===== config.mk =====
export PLATFORM = sky130hd
export DESIGN_NAME = bcd_capable_add_subtract_alu
export DESIGN_NICKNAME = d
export VERILOG_FILES = /design/src/design/bcad_pkg.sv /design/src/design/bcad_split_stage.sv /design/src/design/bcad_carry_stage.sv /design/src/design/bcad_fix_stage.sv /design/src/design/bcd_capable_add_subtract_alu.sv
export SDC_FILE = /design/constraint.sdc
export NUM_CORES = 1
export LEC_CHECK = 0
export ABC_AREA = 1
export BUFFER_PORTS_ARGS = -buffer_cell sky130_fd_sc_hd__buf_2
export CAP_MARGIN = 30
export CORE_ASPECT_RATIO = 1.25
export CORE_UTILIZATION = 50
export DETAILED_ROUTE_END_ITERATION = 10
export GPL_ROUTABILITY_DRIVEN = 0
export PLACE_DENSITY = 0.68
export SLEW_MARGIN = 5
export SYNTH_ARGS = -nofsm -noshare
export SYNTH_HDL_FRONTEND = slang
export SYNTH_SLANG_ARGS = --single-unit

===== constraint.sdc =====
create_clock -name clk -period 4.98 [get_ports clk]
set_input_delay 0.996 -clock clk [delete_from_list [all_inputs] [get_ports clk]]
set_output_delay 0.996 -clock clk [all_outputs]
set_load 0.01 [all_outputs]

===== src/design/bcad_pkg.sv =====
// package for the bcd capable add/subtract alu
// holds the operation codes, nibble constants and the stage payload types
// no dependencies; used by every stage module and the top level
`default_nettype none

package bcad_pkg;

    // widths of the byte and nibble datapaths
    localparam int DataW = 8;
    localparam int NibW  = 4;

    // packed bcd constants
    localparam logic [4:0] BcdMaxDigit = 5'd9;
    localparam logic [5:0] BcdFixWide  = 6'd6;
    localparam logic [3:0] BcdFixNib   = 4'd6;

    // operation codes
    typedef enum logic {
        OP_ADC = 1'b0,
        OP_SBC = 1'b1
    } op_t;

    // one input item
    typedef struct packed {
        op_t              op;
        logic [DataW-1:0] accumulator;
        logic [DataW-1:0] operand;
        logic             carry_in;
        logic             decimal_mode;
    } in_item_t;

    // after the first stage: raw low nibble and full binary sum
    typedef struct packed {
        op_t             op;
        logic            dec;
        logic [NibW-1:0] a_hi;
        logic [NibW-1:0] b_hi;
        logic [DataW:0]  bin_sum;
        logic [NibW:0]   lo_raw;
    } s1_t;

    // after the second stage: binary flags, corrected low nibble, raw high nibble
    typedef struct packed {
        op_t              op;
        logic             dec;
        logic [DataW-1:0] bin_byte;
        logic             bin_c;
        logic             bin_v;
        logic             bin_z;
        logic             bin_n;
        logic [NibW-1:0]  lo_fix;
        logic [NibW:0]    hi_raw;
        logic             dadd_n;
        logic             dadd_v;
    } s2_t;

    // one result item, with the mode bit kept for checking
    typedef struct packed {
        logic [DataW-1:0] sum_out;
        logic             carry_out;
        logic             overflow;
        logic             zero;
        logic             negative;
        logic             dec;
    } res_t;

endpackage

`default_nettype wire


===== src/design/bcad_split_stage.sv =====
// first pipeline stage: low nibble add or subtract and the binary byte sum
// depends on bcad_pkg
`default_nettype none

module bcad_split_stage (
    input  wire logic               clk,
    input  wire logic               rst_n,
    input  wire logic               in_valid,
    output logic                    in_ready,
    input  wire bcad_pkg::in_item_t in_data,
    output logic                    out_valid,
    input  wire logic               out_ready,
    output bcad_pkg::s1_t           out_data
);

    logic          valid_reg;
    bcad_pkg::s1_t data_reg;
    bcad_pkg::s1_t data_next;
    logic [bcad_pkg::DataW-1:0] b_eff;

    // stage advances when empty or when the next stage takes its item
    assign in_ready  = !valid_reg || out_ready;
    assign out_valid = valid_reg;
    assign out_data  = data_reg;

    // binary sum uses the inverted operand for subtract
    always_comb
    begin
        b_eff = (in_data.op == bcad_pkg::OP_SBC) ? ~in_data.operand : in_data.operand;
        data_next.op      = in_data.op;
        data_next.dec     = in_data.decimal_mode;
        data_next.a_hi    = in_data.accumulator[7:4];
        data_next.b_hi    = in_data.operand[7:4];
        data_next.bin_sum = {1'b0, in_data.accumulator} + {1'b0, b_eff}
                          + {{bcad_pkg::DataW{1'b0}}, in_data.carry_in};
        if (in_data.op == bcad_pkg::OP_SBC)
        begin
            data_next.lo_raw = {1'b0, in_data.accumulator[3:0]}
                             - {1'b0, in_data.operand[3:0]}
                             - {{bcad_pkg::NibW{1'b0}}, ~in_data.carry_in};
        end
        else
        begin
            data_next.lo_raw = {1'b0, in_data.accumulator[3:0]}
                             + {1'b0, in_data.operand[3:0]}
                             + {{bcad_pkg::NibW{1'b0}}, in_data.carry_in};
        end
    end

    // valid bit
    always_ff @(posedge clk or negedge rst_n)
    begin
        if (!rst_n)
        begin
            valid_reg <= 1'b0;
        end
        else if (in_ready)
        begin
            valid_reg <= in_valid;
        end
    end

    // payload
    always_ff @(posedge clk)
    begin
        if (in_valid && in_ready)
        begin
            data_reg <= data_next;
        end
    end

endmodule

`default_nettype wire


===== src/design/bcad_carry_stage.sv =====
// second pipeline stage: binary flags, low nibble correction, raw high nibble
// depends on bcad_pkg
`default_nettype none

module bcad_carry_stage (
    input  wire logic          clk,
    input  wire logic          rst_n,
    input  wire logic          in_valid,
    output logic               in_ready,
    input  wire bcad_pkg::s1_t in_data,
    output logic               out_valid,
    input  wire logic          out_ready,
    output bcad_pkg::s2_t      out_data
);

    logic          valid_reg;
    bcad_pkg::s2_t data_reg;
    bcad_pkg::s2_t data_next;
    logic [5:0]    lo_wide;
    logic          lo_cy;
    logic          a7;
    logic          b7;
    logic          r7;

    assign in_ready  = !valid_reg || out_ready;
    assign out_valid = valid_reg;
    assign out_data  = data_reg;

    always_comb
    begin
        a7 = in_data.a_hi[3];
        b7 = in_data.b_hi[3];
        r7 = in_data.bin_sum[7];

        // binary flags
        data_next.op       = in_data.op;
        data_next.dec      = in_data.dec;
        data_next.bin_byte = in_data.bin_sum[7:0];
        data_next.bin_c    = in_data.bin_sum[8];
        data_next.bin_z    = (in_data.bin_sum[7:0] == '0);
        data_next.bin_n    = r7;
        if (in_data.op == bcad_pkg::OP_SBC)
        begin
            data_next.bin_v = (a7 ^ r7) & (a7 ^ b7);
        end
        else
        begin
            data_next.bin_v = ~(a7 ^ b7) & (a7 ^ r7);
        end

        // decimal add low nibble correction and carry into the high nibble
        lo_wide = (in_data.lo_raw > bcad_pkg::BcdMaxDigit)
                ? ({1'b0, in_data.lo_raw} + bcad_pkg::BcdFixWide)
                : {1'b0, in_data.lo_raw};
        lo_cy   = (lo_wide[5:4] != 2'b00);

        if (in_data.op == bcad_pkg::OP_SBC)
        begin
            // decimal subtract: a negative low nibble borrows from the high one
            data_next.lo_fix = in_data.lo_raw[4] ? (in_data.lo_raw[3:0] - bcad_pkg::BcdFixNib)
                                                 : in_data.lo_raw[3:0];
            data_next.hi_raw = {1'b0, in_data.a_hi} - {1'b0, in_data.b_hi}
                             - {{bcad_pkg::NibW{1'b0}}, in_data.lo_raw[4]};
        end
        else
        begin
            data_next.lo_fix = lo_wide[3:0];
            data_next.hi_raw = {1'b0, in_data.a_hi} + {1'b0, in_data.b_hi}
                             + {{bcad_pkg::NibW{1'b0}}, lo_cy};
        end

        // decimal add takes n and v from the high nibble before correction
        data_next.dadd_n = data_next.hi_raw[3];
        data_next.dadd_v = (data_next.hi_raw[3] ^ a7) & ~(a7 ^ b7);
    end

    // valid bit
    always_ff @(posedge clk or negedge rst_n)
    begin
        if (!rst_n)
        begin
            valid_reg <= 1'b0;
        end
        else if (in_ready)
        begin
            valid_reg <= in_valid;
        end
    end

    // payload
    always_ff @(posedge clk)
    begin
        if (in_valid && in_ready)
        begin
            data_reg <= data_next;
        end
    end

endmodule

`default_nettype wire


===== src/design/bcad_fix_stage.sv =====
// third pipeline stage: high nibble correction and result selection
// depends on bcad_pkg; its register is the output register of the block
`default_nettype none

module bcad_fix_stage (
    input  wire logic          clk,
    input  wire logic          rst_n,
    input  wire logic          in_valid,
    output logic               in_ready,
    input  wire bcad_pkg::s2_t in_data,
    output logic               out_valid,
    input  wire logic          out_ready,
    output bcad_pkg::res_t     out_data
);

    logic           valid_reg;
    bcad_pkg::res_t data_reg;
    bcad_pkg::res_t data_next;
    logic [5:0]     hi_wide;
    logic [3:0]     hi_sub;

    assign in_ready  = !valid_reg || out_ready;
    assign out_valid = valid_reg;
    assign out_data  = data_reg;

    always_comb
    begin
        // decimal add and subtract high nibble corrections
        hi_wide = (in_data.hi_raw > bcad_pkg::BcdMaxDigit)
                ? ({1'b0, in_data.hi_raw} + bcad_pkg::BcdFixWide)
                : {1'b0, in_data.hi_raw};
        hi_sub  = in_data.hi_raw[4] ? (in_data.hi_raw[3:0] - bcad_pkg::BcdFixNib)
                                    : in_data.hi_raw[3:0];

        data_next.dec = in_data.dec;
        if (in_data.op == bcad_pkg::OP_SBC)
        begin
            // subtract keeps binary flags in either mode
            data_next.sum_out   = in_data.dec ? {hi_sub, in_data.lo_fix} : in_data.bin_byte;
            data_next.carry_out = in_data.bin_c;
            data_next.overflow  = in_data.bin_v;
            data_next.zero      = in_data.bin_z;
            data_next.negative  = in_data.bin_n;
        end
        else if (in_data.dec)
        begin
            data_next.sum_out   = {hi_wide[3:0], in_data.lo_fix};
            data_next.carry_out = (hi_wide[5:4] != 2'b00);
            data_next.overflow  = in_data.dadd_v;
            data_next.zero      = in_data.bin_z;
            data_next.negative  = in_data.dadd_n;
        end
        else
        begin
            data_next.sum_out   = in_data.bin_byte;
            data_next.carry_out = in_data.bin_c;
            data_next.overflow  = in_data.bin_v;
            data_next.zero      = in_data.bin_z;
            data_next.negative  = in_data.bin_n;
        end
    end

    // valid bit
    always_ff @(posedge clk or negedge rst_n)
    begin
        if (!rst_n)
        begin
            valid_reg <= 1'b0;
        end
        else if (in_ready)
        begin
            valid_reg <= in_valid;
        end
    end

    // payload
    always_ff @(posedge clk)
    begin
        if (in_valid && in_ready)
        begin
            data_reg <= data_next;
        end
    end

endmodule

`default_nettype wire


===== src/design/bcd_capable_add_subtract_alu.sv =====
// top level of the bcd capable add/subtract alu
// depends on bcad_pkg, bcad_split_stage, bcad_carry_stage and bcad_fix_stage
//
// usage
//   s_* carries one operation per item: accumulator, operand and carry in
//   in s_tdata, the operation and the decimal mode flag in s_tuser.
//   m_* returns one result item per operation: new accumulator and the
//   carry, overflow, zero and negative flags in m_tdata.
//   binary mode is a plain 8-bit adder/subtractor; decimal mode corrects each
//   nibble by 6 and keeps the nmos flag behaviour (decimal add: zero from the
//   binary sum, negative and overflow from the uncorrected high nibble;
//   decimal subtract: every flag from the binary difference).
//   every item passes the three register stages (low nibble, high nibble,
//   correction and select) on its way from acceptance to m_tvalid.
//   throughput is one item per cycle while the receiver does not stall; results come out in input order.
//   when the receiver stalls each stage holds its item and s_tready falls
//   only once all three stages are full; nothing is lost or repeated.
//   reset empties the pipeline at once; no item is in flight afterwards.
`default_nettype none

module bcd_capable_add_subtract_alu (
    input  wire logic        clk,
    input  wire logic        rst_n,
    input  wire logic        s_tvalid,
    output logic             s_tready,
    // accumulator [7:0], operand [15:8], carry_in [16], zero pad [23:17]
    input  wire logic [23:0] s_tdata,
    // op [0], decimal_mode [1]
    input  wire logic [1:0]  s_tuser,
    output logic             m_tvalid,
    input  wire logic        m_tready,
    // sum_out [7:0], carry_out [8], overflow [9], zero [10], negative [11], zero pad [15:12]
    output logic [15:0]      m_tdata
);

    bcad_pkg::in_item_t in_item;
    bcad_pkg::s1_t      s1_data;
    bcad_pkg::s2_t      s2_data;
    bcad_pkg::res_t     res_data;
    logic               s1_valid;
    logic               s1_ready;
    logic               s2_valid;
    logic               s2_ready;

    // unpack the input item
    always_comb
    begin
        in_item.op           = bcad_pkg::op_t'(s_tuser[0]);
        in_item.decimal_mode = s_tuser[1];
        in_item.accumulator  = s_tdata[7:0];
        in_item.operand      = s_tdata[15:8];
        in_item.carry_in     = s_tdata[16];
    end

    // pipeline stages
    bcad_split_stage u_split (
        .clk       (clk),
        .rst_n     (rst_n),
        .in_valid  (s_tvalid),
        .in_ready  (s_tready),
        .in_data   (in_item),
        .out_valid (s1_valid),
        .out_ready (s1_ready),
        .out_data  (s1_data)
    );

    bcad_carry_stage u_carry (
        .clk       (clk),
        .rst_n     (rst_n),
        .in_valid  (s1_valid),
        .in_ready  (s1_ready),
        .in_data   (s1_data),
        .out_valid (s2_valid),
        .out_ready (s2_ready),
        .out_data  (s2_data)
    );

    bcad_fix_stage u_fix (
        .clk       (clk),
        .rst_n     (rst_n),
        .in_valid  (s2_valid),
        .in_ready  (s2_ready),
        .in_data   (s2_data),
        .out_valid (m_tvalid),
        .out_ready (m_tready),
        .out_data  (res_data)
    );

    // pack the result item
    assign m_tdata = {4'b0000, res_data.negative, res_data.zero, res_data.overflow,
                      res_data.carry_out, res_data.sum_out};

    // an empty first stage always takes an item
    a_ready_when_empty: assert property (@(posedge clk) disable iff (!rst_n)
        !s1_valid |-> s_tready)
        else $error("input not ready while first stage empty");

    // an accepted item reaches the first stage register
    a_accept_fills: assert property (@(posedge clk) disable iff (!rst_n)
        (s_tvalid && s_tready) |=> s1_valid)
        else $error("accepted item lost at first stage");

    // an item handed from the second stage appears at the output
    a_handoff_fills: assert property (@(posedge clk) disable iff (!rst_n)
        (s2_valid && s2_ready) |=> m_tvalid)
        else $error("item lost between second stage and output");

    // binary results carry zero and negative from the result byte
    a_binary_flags: assert property (@(posedge clk) disable iff (!rst_n)
        (m_tvalid && !res_data.dec) |->
            ((res_data.zero == (res_data.sum_out == '0)) &&
             (res_data.negative == res_data.sum_out[7])))
        else $error("binary zero or negative flag mismatch");

endmodule

`default_nettype wire

==> flow_metrics.tcl <==
set metrics [dict create \
    status "complete, no violations" \
    crit_required_ns 5.05 \
    slew_violations 0 \
    coreArea_mm2 0.007019 \
    synth_adder_area_share_pct 15.31 \
    syn_to_final_growth_pct 11.74 \
    cts_hold_buf 0 \
    path_clk_slew_ns 0.06 \
    vdd_drop_max_mv 0.1638 \
    antenna_found_initial 0 \
    crit_path_end_kind "flop" \
    clkSinkCount 62 \
    cp_top_family "adder cells" \
    cp.arrival_ns 2.69 \
    post-cts-setup-buffer-count 0 \
    min_to "u_carry.out_data[23]" \
    post-route-util_pct 58.54 \
    post-route-period-util_pct 52.61 \
    cts_root_buffer "clkbuf_8" \
    synth_compound_area_share_pct 6.601 \
    post_cts_resize_count 0 \
    vias 2422 \
    synth_xor_area_share_pct 5.478 \
    avgRoutedWirePerCell_um 10.55 \
    finalHoldViolations 0 \
    io_pins 48 \
    hp-start "u_split.out_data[22]" \
    max_freq_mhz 381.7 \
    final_common_cell "nand2_1" \
    die_h_um 97.88 \
    relSlewSlack_pct 45.11 \
    cts_made_buffers 9 \
    path_cells "buf_2 -> xor2_1 -> fa_1 -> inv_1 -> fa_1 -> o21ai_2 -> nand2_1 -> nand2_1 -> xor2_1" \
    finalSetupViolCount 0 \
    grt_max_degree 25 \
    insertion_delay_ns 0.33 \
    setup-tns-final_ns 0 \
    cts_tree "built" \
    drc 0 \
    stdcell_count 496 \
    synth_top_family_by_area "simple AND/OR/NAND/NOR gates" \
    min_path_type "reg2reg" \
    path_class "in2reg" \
    skew_ns 0.006393 \
    layout_common_cells "nand2_1, edfxtp_1, inv_1, buf_2, ha_1" \
    htree_levels 3 \
    initial_core_util_pct 52.39 \
    period_minus_slack_ns 2.620 \
    leakage_nw 1.878 \
    final_cell_area_mm2 0.004109 \
    grt_pass1_wl_mm 9.342 \
    power.total_mw 1.568 \
    syn_area_mm2 0.003677 \
    synth.area.mux_share_pct 0 \
    die_area_mm2 0.007704 \
    critPathMaxStageDelay_ns 0.43 \
    whs_path_depth 0 \
    ys_seq_elements 62 \
    avgSynthCellArea_um2 10.27 \
    nets 470 \
    drive_gt1_share_pct 15.52 \
    clk_path_buf_depth 2 \
    place_hpwl_mm 4.256 \
    vias_per_cell 4.883 \
    syn_inst 358 \
    regToRegSetupSlack_ns 2.40 \
    synth.distinct_cells 35 \
    drt_iter0_drc 73 \
    maxCapViolations 0 \
    slowest_stage "fa_1" \
    die_w_um 78.71 \
    tightestPinTransition_ns 0.8225 \
    start_kind "primary input" \
    grt-ovfl-total 0 \
    dp_cells 480 \
    ys_seq_area_share_pct 50.22 \
    port_buffers 36 \
    drt_wl_total_mm 5.231 \
    postRouteAntennaNets 0 \
    worstPathMaxFanout 16 \
    r2r_cells 11 \
    worst-path-buf-inv 2 \
    yosys_warnings 0 \
    n_antenna_cell 0 \
    synth-simple-area-share_pct 15.35 \
    grt_pass1_vias 2301 \
    rsz0062_at_grt "false" \
    timing.rr.end "u_carry.out_data[6]" \
    row_count 34 \
    firstDrtPassIters 4 \
    place_area_mm2 0.003928 \
    rr_startpoint "u_split.out_data[1]" \
    power_density_mw_per_mm2 381.7 \
    track_usage_pct 15.79 \
]
worst reg2reg max path, stage by stage, from the launching register on:
cell and delay (ns):
edfxtp_1 0.41, inv_1 0.14, ha_1 0.21, nand2_1 0.08, o21ai_0 0.15, o21ai_0 0.13, fa_1 0.43, fa_1 0.40
nand2_1 0.08, nand2_1 0.05, a22oi_1 0.14, o21ai_0 0.11
sequential cells by signal, indices dropped and copies added (netlist names):
signal and cells:
u_split.out_data 24, u_fix.out_valid 1, u_fix.out_data 12, u_split.out_valid 1, u_carry.out_valid 1, u_carry.out_data 23
how the worst max path moves through the flow:
| stage | startpoint | to | depth (start not counted) |
|---|---|---|---|
| 2_1_floorplan | s_tuser[0] | u_split.out_data[11] | 10 |
| 3_3_place_gp | s_tuser[0] | u_split.out_data[11] | 9 |
| 3_5_place_dp | s_tuser[0] | u_split.out_data[11] | 9 |
| 4_1_cts | s_tuser[0] | u_split.out_data[11] | 9 |
| 5_1_grt | u_split.out_data[1] | u_carry.out_data[6] | 11 |
| 6_report | s_tuser[0] | u_split.out_data[11] | 9 |
kinds of logic (layout without fill, tap and decap cells):
logic type,after synthesis,in the layout
simple gates,132,132
flops,62,62
buf+inv,59,104
compound gates,42,42
fa+ha+maj,39,39
xor+xnor,23,23
other cells,1,4
stage by stage:
step,hold slack (ns),setup WS [ns]
after floorplan,0.4003,2.212
after global placement,0.4051,2.056
final,0.4207,2.360
after CTS,0.4259,2.383
after global routing,0.4307,2.199
after detailed placement,0.4102,2.020
layer usage:
metal / vias up / GRT usage [%] / part of all wire [%]
met5: - / 0 / 0
met4: 0 / 10.26 / 3.0
met3: 14 / 3.645 / 3.3
met2: 45 / 28.29 / 54
met1: 1097 / 16.14 / 40
li1: 1266 / - / -
synthesized netlist by cell type:
master     number  area, µm²
clkinv_1        1      3.750
xnor2_1         7      61.31
fa_1           10      200.2
nand3_1        18      90.09
nor2_2          2      12.51
a21oi_1        13      65.06
o2bb2ai_1       1      8.760
nand2_2         2      12.51
nor2_1         20      75.07
inv_2           3      11.26
inv_4           1      6.260
a21boi_0        1      7.510
xor2_1         16      140.1
o21ai_1         3      15.01
o21a_1          1      7.510
ha_1           29      362.9
buf_6           1      11.26
nor4_1          2      12.51
nor3b_1         1      7.510
nand4_1         2      12.51
and2_1          1      6.260
clkbuf_2        1      5.000
dfrtp_1         3      75.07
conb_1          1      3.750
nand3_2         2      20.02
nand2_1        81      304.0
inv_1          46      172.7
a21o_1          1      7.510
a22oi_1         2      15.01
o21ai_2         3      26.28
buf_4           6      45.04
nor2_4          1      11.26
o21ai_0        15      75.07
o211ai_1        2      15.01
edfxtp_1       59       1772
power by group:
part	total [mW]	leakage (nW)	internal [mW]	switching, mW
clock network	0.404	0.0884	0.227	0.177
logic	0.393	1.18	0.153	0.239
registers	0.772	0.607	0.718	0.0533
total	1.57	1.88	1.10	0.470
layout make-up:
type                    count  area, µm²
well taps                  90      112.6
fillers                   631       2910
clock buffers              11      131.4
inverters                  51      193.9
clock inverters             5      50.05
flip-flops and latches     62       1847
repair buffers             37      187.7
multi-input cells         240       1587
Note: power is estimated with default switching activity, not from simulation.
